[src/design/stli_pkg.sv]
// Shared types, widths and codes for the sorted-table linear interpolator.
package stli_pkg;

    localparam int KEY_W       = 16;
    localparam int VAL_W       = 16;
    localparam int DIFF_W      = KEY_W + 1;
    localparam int PROD_W      = 2 * DIFF_W;
    localparam int DEPTH_DEF   = 64;
    localparam int S_TDATA_W   = 40;
    localparam int M_TDATA_W   = 24;

    // Item opcodes; the fourth code is a no-op
    localparam logic [1:0] OP_LOAD  = 2'd0;
    localparam logic [1:0] OP_QUERY = 2'd1;
    localparam logic [1:0] OP_CLEAR = 2'd2;

    typedef enum logic [1:0] {
        ST_OK    = 2'd0,
        ST_RANGE = 2'd1,
        ST_EMPTY = 2'd2,
        ST_FULL  = 2'd3
    } status_t;

    // One breakpoint as stored in the table memory
    typedef struct packed {
        logic signed [KEY_W-1:0] key;
        logic signed [VAL_W-1:0] value;
    } entry_t;

    // Write command from the sequencer to the table memory
    typedef struct packed {
        logic   en;
        entry_t data;
    } tbl_wr_t;

endpackage

[src/design/stli_table.sv]
// Breakpoint memory: one write port, one read port with registered read data.
module stli_table
    import stli_pkg::*;
#(
    parameter int TABLE_DEPTH = DEPTH_DEF,
    parameter int AW          = $clog2(TABLE_DEPTH)
) (
    input  logic          aclk,
    input  tbl_wr_t       wr,
    input  logic [AW-1:0] wr_addr,
    input  logic [AW-1:0] rd_addr,
    output entry_t        rd_data
);

    entry_t mem [TABLE_DEPTH];
    entry_t rd_data_reg;

    // Write one entry when enabled, read one entry every cycle
    always_ff @(posedge aclk) begin
        if (wr.en) begin
            mem[wr_addr] <= wr.data;
        end
        rd_data_reg <= mem[rd_addr];
    end

    assign rd_data = rd_data_reg;

endmodule

[src/design/stli_div.sv]
// Serial restoring divider: one quotient bit per cycle, unsigned operands.
module stli_div
    import stli_pkg::*;
(
    input  logic              aclk,
    input  logic              aresetn,
    input  logic              start,
    input  logic [PROD_W-1:0] dividend,
    input  logic [DIFF_W-1:0] divisor,
    output logic              done,
    output logic [PROD_W-1:0] quotient
);

    localparam int CNT_W = $clog2(PROD_W + 1);

    logic [DIFF_W-1:0] rem_reg, rem_next;
    logic [PROD_W-1:0] quo_reg, quo_next;
    logic [DIFF_W-1:0] div_reg, div_next;
    logic [CNT_W-1:0]  cnt_reg, cnt_next;
    logic              run_reg, run_next;
    logic              done_reg, done_next;

    logic [DIFF_W+1:0] shifted;
    logic [DIFF_W+1:0] diff;

    // Shift in the next dividend bit and try a subtract
    always_comb begin
        shifted   = {1'b0, rem_reg, quo_reg[PROD_W-1]};
        diff      = shifted - {2'b00, div_reg};
        rem_next  = rem_reg;
        quo_next  = quo_reg;
        div_next  = div_reg;
        cnt_next  = cnt_reg;
        run_next  = run_reg;
        done_next = 1'b0;
        if (start) begin
            rem_next = '0;
            quo_next = dividend;
            div_next = divisor;
            cnt_next = CNT_W'(PROD_W);
            run_next = 1'b1;
        end else if (run_reg) begin
            if (!diff[DIFF_W+1]) begin
                rem_next = diff[DIFF_W-1:0];
                quo_next = {quo_reg[PROD_W-2:0], 1'b1};
            end else begin
                rem_next = shifted[DIFF_W-1:0];
                quo_next = {quo_reg[PROD_W-2:0], 1'b0};
            end
            cnt_next = cnt_reg - 1'b1;
            if (cnt_reg == CNT_W'(1)) begin
                run_next  = 1'b0;
                done_next = 1'b1;
            end
        end
    end

    // Hold control state; operands need no reset
    always_ff @(posedge aclk) begin
        if (!aresetn) begin
            run_reg  <= 1'b0;
            done_reg <= 1'b0;
            cnt_reg  <= '0;
        end else begin
            run_reg  <= run_next;
            done_reg <= done_next;
            cnt_reg  <= cnt_next;
        end
        rem_reg <= rem_next;
        quo_reg <= quo_next;
        div_reg <= div_next;
    end

    assign done     = done_reg;
    assign quotient = quo_reg;

endmodule

[src/design/sorted_table_linear_interpolator_top.sv]
// Top level: sequencer for load, query and clear over the breakpoint table.
//
//  channel   direction  fields (lowest bit first)
//  s_*       in         opcode[1:0], key_angle[17:2], entry_value[33:18]
//  m_*       out        result_value[15:0], status[17:16], exact_match[18]
//
// Clear, no-op, a load into a full table and a query of an empty one go straight to the
// result; a load moves each entry above the new key up one place, and a query visits the
// entries in order and, when the key falls between two, interpolates (multiply, start
// the divider, divide). After reset the table is empty; stored entries are
// never cleared, only the entry count. s_tready is high only while idle; a finished
// result waits in the output register, and a stalled sink holds the next in its result state.
module sorted_table_linear_interpolator_top
    import stli_pkg::*;
#(
    parameter int TABLE_DEPTH = DEPTH_DEF
) (
    input  logic                 aclk,
    input  logic                 aresetn,
    input  logic                 s_tvalid,
    output logic                 s_tready,
    // opcode[1:0], key_angle[17:2], entry_value[33:18], zero fill
    input  logic [S_TDATA_W-1:0] s_tdata,
    output logic                 m_tvalid,
    input  logic                 m_tready,
    // result_value[15:0], status[17:16], exact_match[18], zero fill
    output logic [M_TDATA_W-1:0] m_tdata
);

    localparam int AW = (TABLE_DEPTH > 1) ? $clog2(TABLE_DEPTH) : 1;
    localparam int CW = $clog2(TABLE_DEPTH + 1);
    localparam int SUM_W = PROD_W + 1;

    typedef enum logic [3:0] {
        S_IDLE,
        S_L_RD,
        S_L_CMP,
        S_L_PUT,
        S_Q_RD,
        S_Q_CMP,
        S_MUL,
        S_DIV_GO,
        S_DIV_WAIT,
        S_RESP
    } state_t;

    state_t state_reg, state_next;

    logic [CW-1:0]           count_reg, count_next;
    logic [AW-1:0]           idx_reg, idx_next;
    logic signed [KEY_W-1:0] key_reg, key_next;
    logic signed [VAL_W-1:0] val_reg, val_next;
    entry_t                  lo_reg, lo_next;
    entry_t                  hi_reg, hi_next;
    logic signed [PROD_W-1:0] prod_reg, prod_next;
    logic [DIFF_W-1:0]       den_reg, den_next;
    logic [VAL_W-1:0]        res_val_reg, res_val_next;
    status_t                 res_st_reg, res_st_next;
    logic                    res_ex_reg, res_ex_next;
    logic                    m_valid_reg, m_valid_next;
    logic [M_TDATA_W-1:0]    m_data_reg, m_data_next;

    tbl_wr_t       tbl_wr;
    logic [AW-1:0] rd_addr;
    entry_t        rd_data;

    logic                     div_start;
    logic [PROD_W-1:0]        div_dividend;
    logic                     div_done;
    logic [PROD_W-1:0]        div_quo;

    logic signed [DIFF_W-1:0] dk;
    logic signed [DIFF_W-1:0] dv;
    logic signed [SUM_W-1:0]  q_signed;
    logic signed [SUM_W-1:0]  sum;
    logic [VAL_W-1:0]         sat;
    logic                     in_xfer;
    logic [1:0]               in_op;

    stli_table #(
        .TABLE_DEPTH (TABLE_DEPTH),
        .AW          (AW)
    ) u_table (
        .aclk    (aclk),
        .wr      (tbl_wr),
        .wr_addr (idx_reg),
        .rd_addr (rd_addr),
        .rd_data (rd_data)
    );

    stli_div u_div (
        .aclk     (aclk),
        .aresetn  (aresetn),
        .start    (div_start),
        .dividend (div_dividend),
        .divisor  (den_reg),
        .done     (div_done),
        .quotient (div_quo)
    );

    assign in_xfer = s_tvalid && s_tready;
    assign in_op   = s_tdata[1:0];

    // Differences for the interpolation product, and the dividend magnitude
    assign dk = DIFF_W'(key_reg) - DIFF_W'(lo_reg.key);
    assign dv = DIFF_W'(hi_reg.value) - DIFF_W'(lo_reg.value);
    assign div_dividend = prod_reg[PROD_W-1] ? PROD_W'(-prod_reg) : PROD_W'(prod_reg);
    assign div_start    = (state_reg == S_DIV_GO);

    // Restore the sign, add the lower value, saturate to 16 bits
    always_comb begin
        q_signed = prod_reg[PROD_W-1] ? -$signed({1'b0, div_quo}) : $signed({1'b0, div_quo});
        sum      = q_signed + SUM_W'(lo_reg.value);
        if (sum > SUM_W'(32767)) begin
            sat = 16'h7FFF;
        end else if (sum < -SUM_W'(32768)) begin
            sat = 16'h8000;
        end else begin
            sat = sum[VAL_W-1:0];
        end
    end

    // Memory read address and write command
    always_comb begin
        case (state_reg)
            S_L_RD:  rd_addr = idx_reg - 1'b1;
            default: rd_addr = idx_reg;
        endcase
        tbl_wr.en   = 1'b0;
        tbl_wr.data = '{key: key_reg, value: val_reg};
        if (state_reg == S_L_PUT) begin
            tbl_wr.en = 1'b1;
        end else if (state_reg == S_L_CMP) begin
            tbl_wr.en = 1'b1;
            if (rd_data.key > key_reg) begin
                tbl_wr.data = rd_data;
            end
        end
    end

    // Sequencer
    always_comb begin
        state_next   = state_reg;
        count_next   = count_reg;
        idx_next     = idx_reg;
        key_next     = key_reg;
        val_next     = val_reg;
        lo_next      = lo_reg;
        hi_next      = hi_reg;
        prod_next    = prod_reg;
        den_next     = den_reg;
        res_val_next = res_val_reg;
        res_st_next  = res_st_reg;
        res_ex_next  = res_ex_reg;
        m_valid_next = m_valid_reg;
        m_data_next  = m_data_reg;

        // Drop the result once the sink takes it
        if (m_valid_reg && m_tready) begin
            m_valid_next = 1'b0;
        end

        case (state_reg)
            S_IDLE: begin
                if (in_xfer) begin
                    key_next     = s_tdata[17:2];
                    val_next     = s_tdata[33:18];
                    res_val_next = '0;
                    res_st_next  = ST_OK;
                    res_ex_next  = 1'b0;
                    state_next   = S_RESP;
                    case (in_op)
                        OP_LOAD: begin
                            if (count_reg == CW'(TABLE_DEPTH)) begin
                                res_st_next = ST_FULL;
                            end else if (count_reg == '0) begin
                                idx_next   = '0;
                                state_next = S_L_PUT;
                            end else begin
                                idx_next   = AW'(count_reg);
                                state_next = S_L_RD;
                            end
                        end
                        OP_QUERY: begin
                            if (count_reg == '0) begin
                                res_st_next = ST_EMPTY;
                            end else begin
                                idx_next   = '0;
                                state_next = S_Q_RD;
                            end
                        end
                        OP_CLEAR: begin
                            count_next = '0;
                        end
                        default: begin
                        end
                    endcase
                end
            end
            S_L_RD: begin
                state_next = S_L_CMP;
            end
            S_L_CMP: begin
                // Move a larger entry up one place, or drop the new one in
                if (rd_data.key > key_reg) begin
                    idx_next   = idx_reg - 1'b1;
                    state_next = (idx_reg == AW'(1)) ? S_L_PUT : S_L_RD;
                end else begin
                    count_next = count_reg + 1'b1;
                    state_next = S_RESP;
                end
            end
            S_L_PUT: begin
                count_next = count_reg + 1'b1;
                state_next = S_RESP;
            end
            S_Q_RD: begin
                state_next = S_Q_CMP;
            end
            S_Q_CMP: begin
                if (key_reg == rd_data.key) begin
                    res_val_next = rd_data.value;
                    res_ex_next  = 1'b1;
                    state_next   = S_RESP;
                end else if (key_reg > rd_data.key) begin
                    lo_next = rd_data;
                    if (CW'(idx_reg) + 1'b1 == count_reg) begin
                        res_val_next = rd_data.value;
                        res_st_next  = ST_RANGE;
                        state_next   = S_RESP;
                    end else begin
                        idx_next   = idx_reg + 1'b1;
                        state_next = S_Q_RD;
                    end
                end else if (idx_reg == '0) begin
                    res_val_next = rd_data.value;
                    res_st_next  = ST_RANGE;
                    state_next   = S_RESP;
                end else begin
                    hi_next    = rd_data;
                    state_next = S_MUL;
                end
            end
            S_MUL: begin
                prod_next  = PROD_W'(dk) * PROD_W'(dv);
                den_next   = DIFF_W'(hi_reg.key) - DIFF_W'(lo_reg.key);
                state_next = S_DIV_GO;
            end
            S_DIV_GO: begin
                state_next = S_DIV_WAIT;
            end
            S_DIV_WAIT: begin
                if (div_done) begin
                    res_val_next = sat;
                    state_next   = S_RESP;
                end
            end
            S_RESP: begin
                // Load the output register when it is free
                if (!m_valid_reg || m_tready) begin
                    m_valid_next = 1'b1;
                    m_data_next  = M_TDATA_W'({res_ex_reg, res_st_reg, res_val_reg});
                    state_next   = S_IDLE;
                end
            end
            default: begin
                state_next = S_IDLE;
            end
        endcase
    end

    // Hold state and registered outputs
    always_ff @(posedge aclk) begin
        if (!aresetn) begin
            state_reg   <= S_IDLE;
            count_reg   <= '0;
            m_valid_reg <= 1'b0;
        end else begin
            state_reg   <= state_next;
            count_reg   <= count_next;
            m_valid_reg <= m_valid_next;
        end
        idx_reg     <= idx_next;
        key_reg     <= key_next;
        val_reg     <= val_next;
        lo_reg      <= lo_next;
        hi_reg      <= hi_next;
        prod_reg    <= prod_next;
        den_reg     <= den_next;
        res_val_reg <= res_val_next;
        res_st_reg  <= res_st_next;
        res_ex_reg  <= res_ex_next;
        m_data_reg  <= m_data_next;
    end

    assign s_tready = (state_reg == S_IDLE);
    assign m_tvalid = m_valid_reg;
    assign m_tdata  = m_data_reg;

endmodule
[config.mk]
export PLATFORM = sky130hd
export DESIGN_NAME = sorted_table_linear_interpolator_top
export DESIGN_NICKNAME = d
export VERILOG_FILES = /design/src/design/stli_pkg.sv /design/src/design/stli_table.sv /design/src/design/stli_div.sv /design/src/design/sorted_table_linear_interpolator_top.sv
export SDC_FILE = /design/constraint.sdc
export NUM_CORES = 2
export LEC_CHECK = 0
export BUFFER_PORTS_ARGS = -buffer_cell sky130_fd_sc_hd__buf_4
export CAP_MARGIN = 20
export CORE_MARGIN = 2
export CORE_UTILIZATION = 45
export CTS_CLUSTER_SIZE = 25
export DETAILED_ROUTE_END_ITERATION = 16
export PLACE_DENSITY = 0.59
export RECOVER_POWER = 50
export SLEW_MARGIN = 25
export SYNTH_ARGS = -nofsm -noshare
export SYNTH_HDL_FRONTEND = slang
export SYNTH_SLANG_ARGS = --single-unit
[constraint.sdc]
create_clock -name aclk -period 8.87 [get_ports aclk]
set_input_delay 1.774 -clock aclk [delete_from_list [all_inputs] [get_ports aclk]]
set_output_delay 1.774 -clock aclk [all_outputs]
set_load 0.02 [all_outputs]
-- Word level (Yosys, flattened, before mapping)
Memories as Yosys holds them, arrays and structs flattened. A register that Yosys moved wholly into a read port is not among the register bits.
Index checks and enable logic that the tools add are counted.
W data, S select, Z words.
- add/subtract/negate cells: 12
- multipliers: 1
- order comparisons: 4
- equal/unequal tests: 33
- muxes and demuxes: 71
- bitwise logic cells: 5
- reduce and logical (&&, ||, !) cells: 25
- operators by type and width (operator ; number):
    $mux W16 ; 8
    $mux W34 ; 3
    $mux W6 ; 11
    $mux W32 ; 2
    $sub A16 B16 Y17 ; 3
    $pmux W16 S3 ; 1
    $mux W4 ; 10
    $pmux W4 S10 ; 1
    $add A35 B16 Y35 ; 1
    $gt A35 B16 Y1 const B ; 1
    $lt A35 B16 Y1 const B ; 1
    $mux W35 ; 1
    $neg A34 Y35 ; 1
    $mul A17 B17 Y34 ; 1
    $neg A34 Y34 ; 1
    $mux W33 ; 1
    $gt A16 B16 Y1 ; 2
    $mux W7 ; 3
    $pmux W7 S3 ; 1
    $sub A18 B17 Y19 ; 1
    $mux W2 ; 9
    $pmux W6 S3 ; 1
    $mux W17 ; 1
    $eq A16 B16 Y1 ; 1
    40 further kinds ; 85
- register bits after elaboration: 279
- RAM bits: 2048
- input port bits: 44
- memories kept: 1
- memory list (name ; depth ; width ; rd ports ; clocked after memory_dff ; write ports ; RTL line ; text):
    u_table.mem ; 64 ; 32 ; 1 ; 1 ; 1 ; stli_table.sv:15 ; entry_t mem [TABLE_DEPTH];

-- Logic depth before layout (Yosys ltp)
- depth in word-level cells: 8
- gate-level depth with buffers: 37

-- Cells and area by module
Synthesis repeated with hierarchy kept, for this count alone.
- cells, all modules: 6256
- area total of the unflattened synthesis: 106832.5 sq um
- by module, submodules not included (module ; times used ; cells each ; area each (sq um) ; seq. area each (sq um)):
    stli_table ; 1 ; 3323 ; 78517.8 ; 62139.6
    sorted_table_linear_interpolator_top ; 1 ; 2585 ; 24412.2 ; 5975.7
    stli_div ; 1 ; 348 ; 3902.5 ; 2031.9

-- Worst setup path after synthesis
Ideal clock, no wire load.
- kind: register to register
- start point: register lo_reg[17] in the netlist's numbering
- end point: register prod_reg[32], data pin
- data arrival time: 8369 ps
- data required time: 8612 ps
- path slack: 244 ps
- stages on the path, launching flop included: 34
- path buffers: 1
- cells stage by stage: edfxtp_1 -> inv_1 -> ha_1 -> nor2b_1 -> o21ai_0 -> a21boi_0 -> o21ai_0 -> a21oi_1 -> a311o_1 -> nor3b_1 -> or4_1 -> nand3_1 -> clkbuf_1 -> nand2_1 -> fa_1 -> inv_1 -> fa_1 -> inv_1 -> fa_1 -> inv_1 -> fa_1 -> fa_1 -> inv_1 -> fa_1 -> inv_1 -> ha_1 -> and3_1 -> nand3_1 -> a211oi_1 -> o41ai_1 -> a31oi_1 -> a211o_1 -> a21oi_1 -> xnor2_1
- cells in the longest elaborated chain, start to end: 2
- RTL lines (element ; RTL line ; text):
    from (decl) ; sorted_table_linear_interpolator_top.sv:53 ; entry_t lo_reg, lo_next;
    from (signal assigned) ; sorted_table_linear_interpolator_top.sv:286 ; lo_reg <= lo_next;
    $sub A16 B16 Y17 ; sorted_table_linear_interpolator_top.sv:105 ; assign dk = DIFF_W'(key_reg) - DIFF_W'(lo_reg.key);
    $mul A17 B17 Y34 ; sorted_table_linear_interpolator_top.sv:245 ; prod_next = PROD_W'(dk) * PROD_W'(dv);
    to (signal assigned) ; sorted_table_linear_interpolator_top.sv:288 ; prod_reg <= prod_next;
    to (decl) ; sorted_table_linear_interpolator_top.sv:55 ; logic signed [PROD_W-1:0] prod_reg, prod_next;
Every way passes these cells.
A chain may end at the register's enable or synchronous reset.

-- Worst setup path after layout
- start point: register key_reg[0]
- end point: register prod_reg[29], data pin
- cells in the longest elaborated chain, start to end: 2
- RTL lines (element ; RTL line ; text):
    from (decl) ; sorted_table_linear_interpolator_top.sv:51 ; logic signed [KEY_W-1:0] key_reg, key_next;
    from (signal assigned) ; sorted_table_linear_interpolator_top.sv:284 ; key_reg <= key_next;
    $sub A16 B16 Y17 ; sorted_table_linear_interpolator_top.sv:105 ;
    $mul A17 B17 Y34 ; sorted_table_linear_interpolator_top.sv:245 ;
Every way passes these cells.

==> impl_metrics.tcl <==
set metrics [dict create \
    outcome "finished, violations left" \
    violations "capacitance limit, slew limit" \
    rr_endpoint "prod_reg[29]" \
    cts.sinks 2359 \
    worst_slack_ps 370 \
    pre_cts_slack_ps -41.7 \
    startpoint "key_reg[0]" \
    fin_crit_ps 8500 \
    overflow 0 \
    totalWireLength_mm 265 \
    setup-violations-final 0 \
    numCtsBuffers 234 \
    yosysTopAreaCell "edfxtp_1" \
    crit_required_ps 9450 \
    crit_top_cell "inv_1" \
    netlist.area_leader.share_pct 64.4 \
    synthCells 6041 \
    clk_latency_ps 890 \
    drc 0 \
    reg2reg_setup_slack_ps 370 \
    ios 70 \
    largest_reg_flops 2048 \
    die_w_um 491 \
    grt_pass1_wl_mm 390 \
    async_reset_ff_share_pct 0 \
    fin_nets 6882 \
    worst_slew_pin_slew_ps 3310 \
    synth_ff_type "edfxtp_1" \
    reg2reg_from "key_reg[0]" \
    fp.dieH_um 491 \
    synth_edf_count 2290 \
    critPathLaunchType "flop" \
    holdBufCountCts 0 \
    clkTransAtPathRegs_ps 60 \
    synthTopCellsByArea "edfxtp_1 (64%), mux4_2 (14%), fa_1 (5.6%)" \
    first_pass_iters 5 \
    antenna_found_initial 21 \
    cp_slowest_stage_delay_ps 540 \
    min_to "m_tdata[14]" \
    path_class "reg -> reg" \
    ys_types 87 \
    yosys_register_bits 2359 \
    skew_ps 59.0 \
    cts_tree "done" \
    drtIter0Drc 5349 \
    hold_path.class "reg -> reg" \
    hp-start "res_val_reg[14]" \
    maxCapViolations 73 \
    synth.avg_cell_area_um2 17.7 \
    core_mm2 0.236 \
    hold_viol 0 \
    seq_area_frac_synth_pct 65.7 \
    syn2layout_area_growth_pct 12.9 \
    fill_cells 19159 \
    grt_pass1_vias 57358 \
    yosysWarningCount 0 \
    dieArea_mm2 0.241 \
    globalRouteTotalUtil_pct 22.0 \
    row_count 178 \
    io_buffer_count 58 \
    wl_per_cell_um 27.3 \
    grt_max_degree 126 \
    final_layout_size_suffix_gt1_share_pct 21.0 \
    hold_depth 0 \
    htreeDepth 4 \
    max_slew_margin_pct -121 \
    dp_hpwl_mm 166 \
    critPathCaptureType "flop" \
    reg2reg_depth 35 \
    cp_data_arrival_time_ps 9080 \
    fmax_ghz 0.118 \
    clockBufferDepth 3 \
    postRouteAntennaNets 0 \
    drv_slew 2164 \
    vias 55826 \
    gp_congestion 0.893 \
    cp_slowest_cell "fa_1" \
    start_util_pct 45.3 \
    cts-root-buf "clkbuf_16" \
    synth_area_mm2 0.107 \
    cp_max_fo 4 \
    period_share_pct 95.8 \
    vias_per_cell 5.76 \
]
==> worst max-delay path by stage <==
stage	depth (start not counted)	slack [ps]	end
detailed placement	34	-40	prod_reg[32]
CTS	37	-0.2	prod_reg[32]
finish	35	370	prod_reg[29]
global placement	36	-90	prod_reg[33]
global route	36	-50	prod_reg[29]
floorplan	33	240	prod_reg[32]
==> final cells by class <==
type	count	area [um2]	area share, %
diodes	6	15.0	0.0125
clock buffers	300	6290	5.22
clock inverters	148	1620	1.34
inverters	439	1650	1.37
multi-input cells	2989	34800	28.9
flip-flops and latches	2359	70100	58.2
well taps	3150	3940	3.27
repair buffers	304	2040	1.70
==> per-layer routing <==
metal	track usage [%]	share of wire, %	vias to the layer above
met5	0	0.019	-
met1	30.4	42	29647
li1	-	-	24093
met4	6.02	2.8	6
met3	3.13	5.9	391
met2	36.5	49	1689
==> stage by stage <==
step	hold slack [ps]	area (um2)	utilization [%]	TNS, ps	instances
global route	422	120000	51.1	-64.2	9692
floorplan	400	107000	-	0	6045
finish	420	120000	51.1	0	9695
detailed placement	406	113000	47.9	-45.0	9233
CTS	421	121000	51.2	-0.168	9681
global placement	408	113000	47.9	-141	9233
==> cell usage in the layout, fill, tap and decap left out, drive strengths merged, types with 111 or more instances in the layout <==
master	instances
edfxtp	2290
mux4	647
inv	444
clkbuf	422
nand2	338
fa	301
nor2	276
ha	210
buf	182
o21ai	176
a21oi	132
xnor2	114
clkinv	111
==> cells in the mapped netlist (13+ instances only) <==
cell / instances
inv_1: 437
and2_1: 43
a21o_1: 38
nand2_1: 338
nand2b_1: 29
a221o_1: 14
a31oi_1: 24
ha_1: 210
fa_1: 301
nor2_1: 276
clkbuf_1: 184
o21ai_0: 172
or3_1: 30
nand4_1: 27
nor3_1: 48
xnor2_1: 114
a21oi_1: 132
or2_2: 24
and3_1: 26
o31ai_1: 34
a311oi_1: 15
mux2_2: 19
buf_1: 54
dfxtp_1: 69
o21a_1: 24
xor2_1: 76
o21bai_1: 15
o41ai_1: 13
mux4_2: 647
a211oi_1: 40
a21boi_0: 17
buf_2: 13
nand3_1: 50
nor2b_1: 33
edfxtp_1: 2290
or4_1: 20
==> what timing repair did <==
item,in CTS,in global routing
endpoints found under the setup margin,5,13
endpoints found under the hold margin,0,0
resized for setup,8,54
setup buffers,0,7
pin swaps,0,36
==> cell families after synthesis <==
family,after synthesis,share of synthesized area (%)
flops,2359,65.7
simple gates,991,4.36
buf+inv,697,2.50
mux,678,14.0
compound gates,614,3.77
fa+ha+maj,511,8.11
xor+xnor,190,1.56
other cells,1,0.00351
==> worst max-delay path: cells and delay by family (launching register included) <==
| family | cells | cell delay, ps |
|---|---|---|
| adders and majority gates | 9 | 3800 |
| AOI/OAI and AO/OA | 11 | 2340 |
| buffers and inverters | 10 | 880 |
| and+or+nand+nor | 4 | 670 |
| DFF | 1 | 410 |
| xor gates and xnor gates | 1 | 90 |
Power is left out: the tool's default activity adds up to more than one toggle a clock period on the data nets, which glitch-free logic cannot reach.
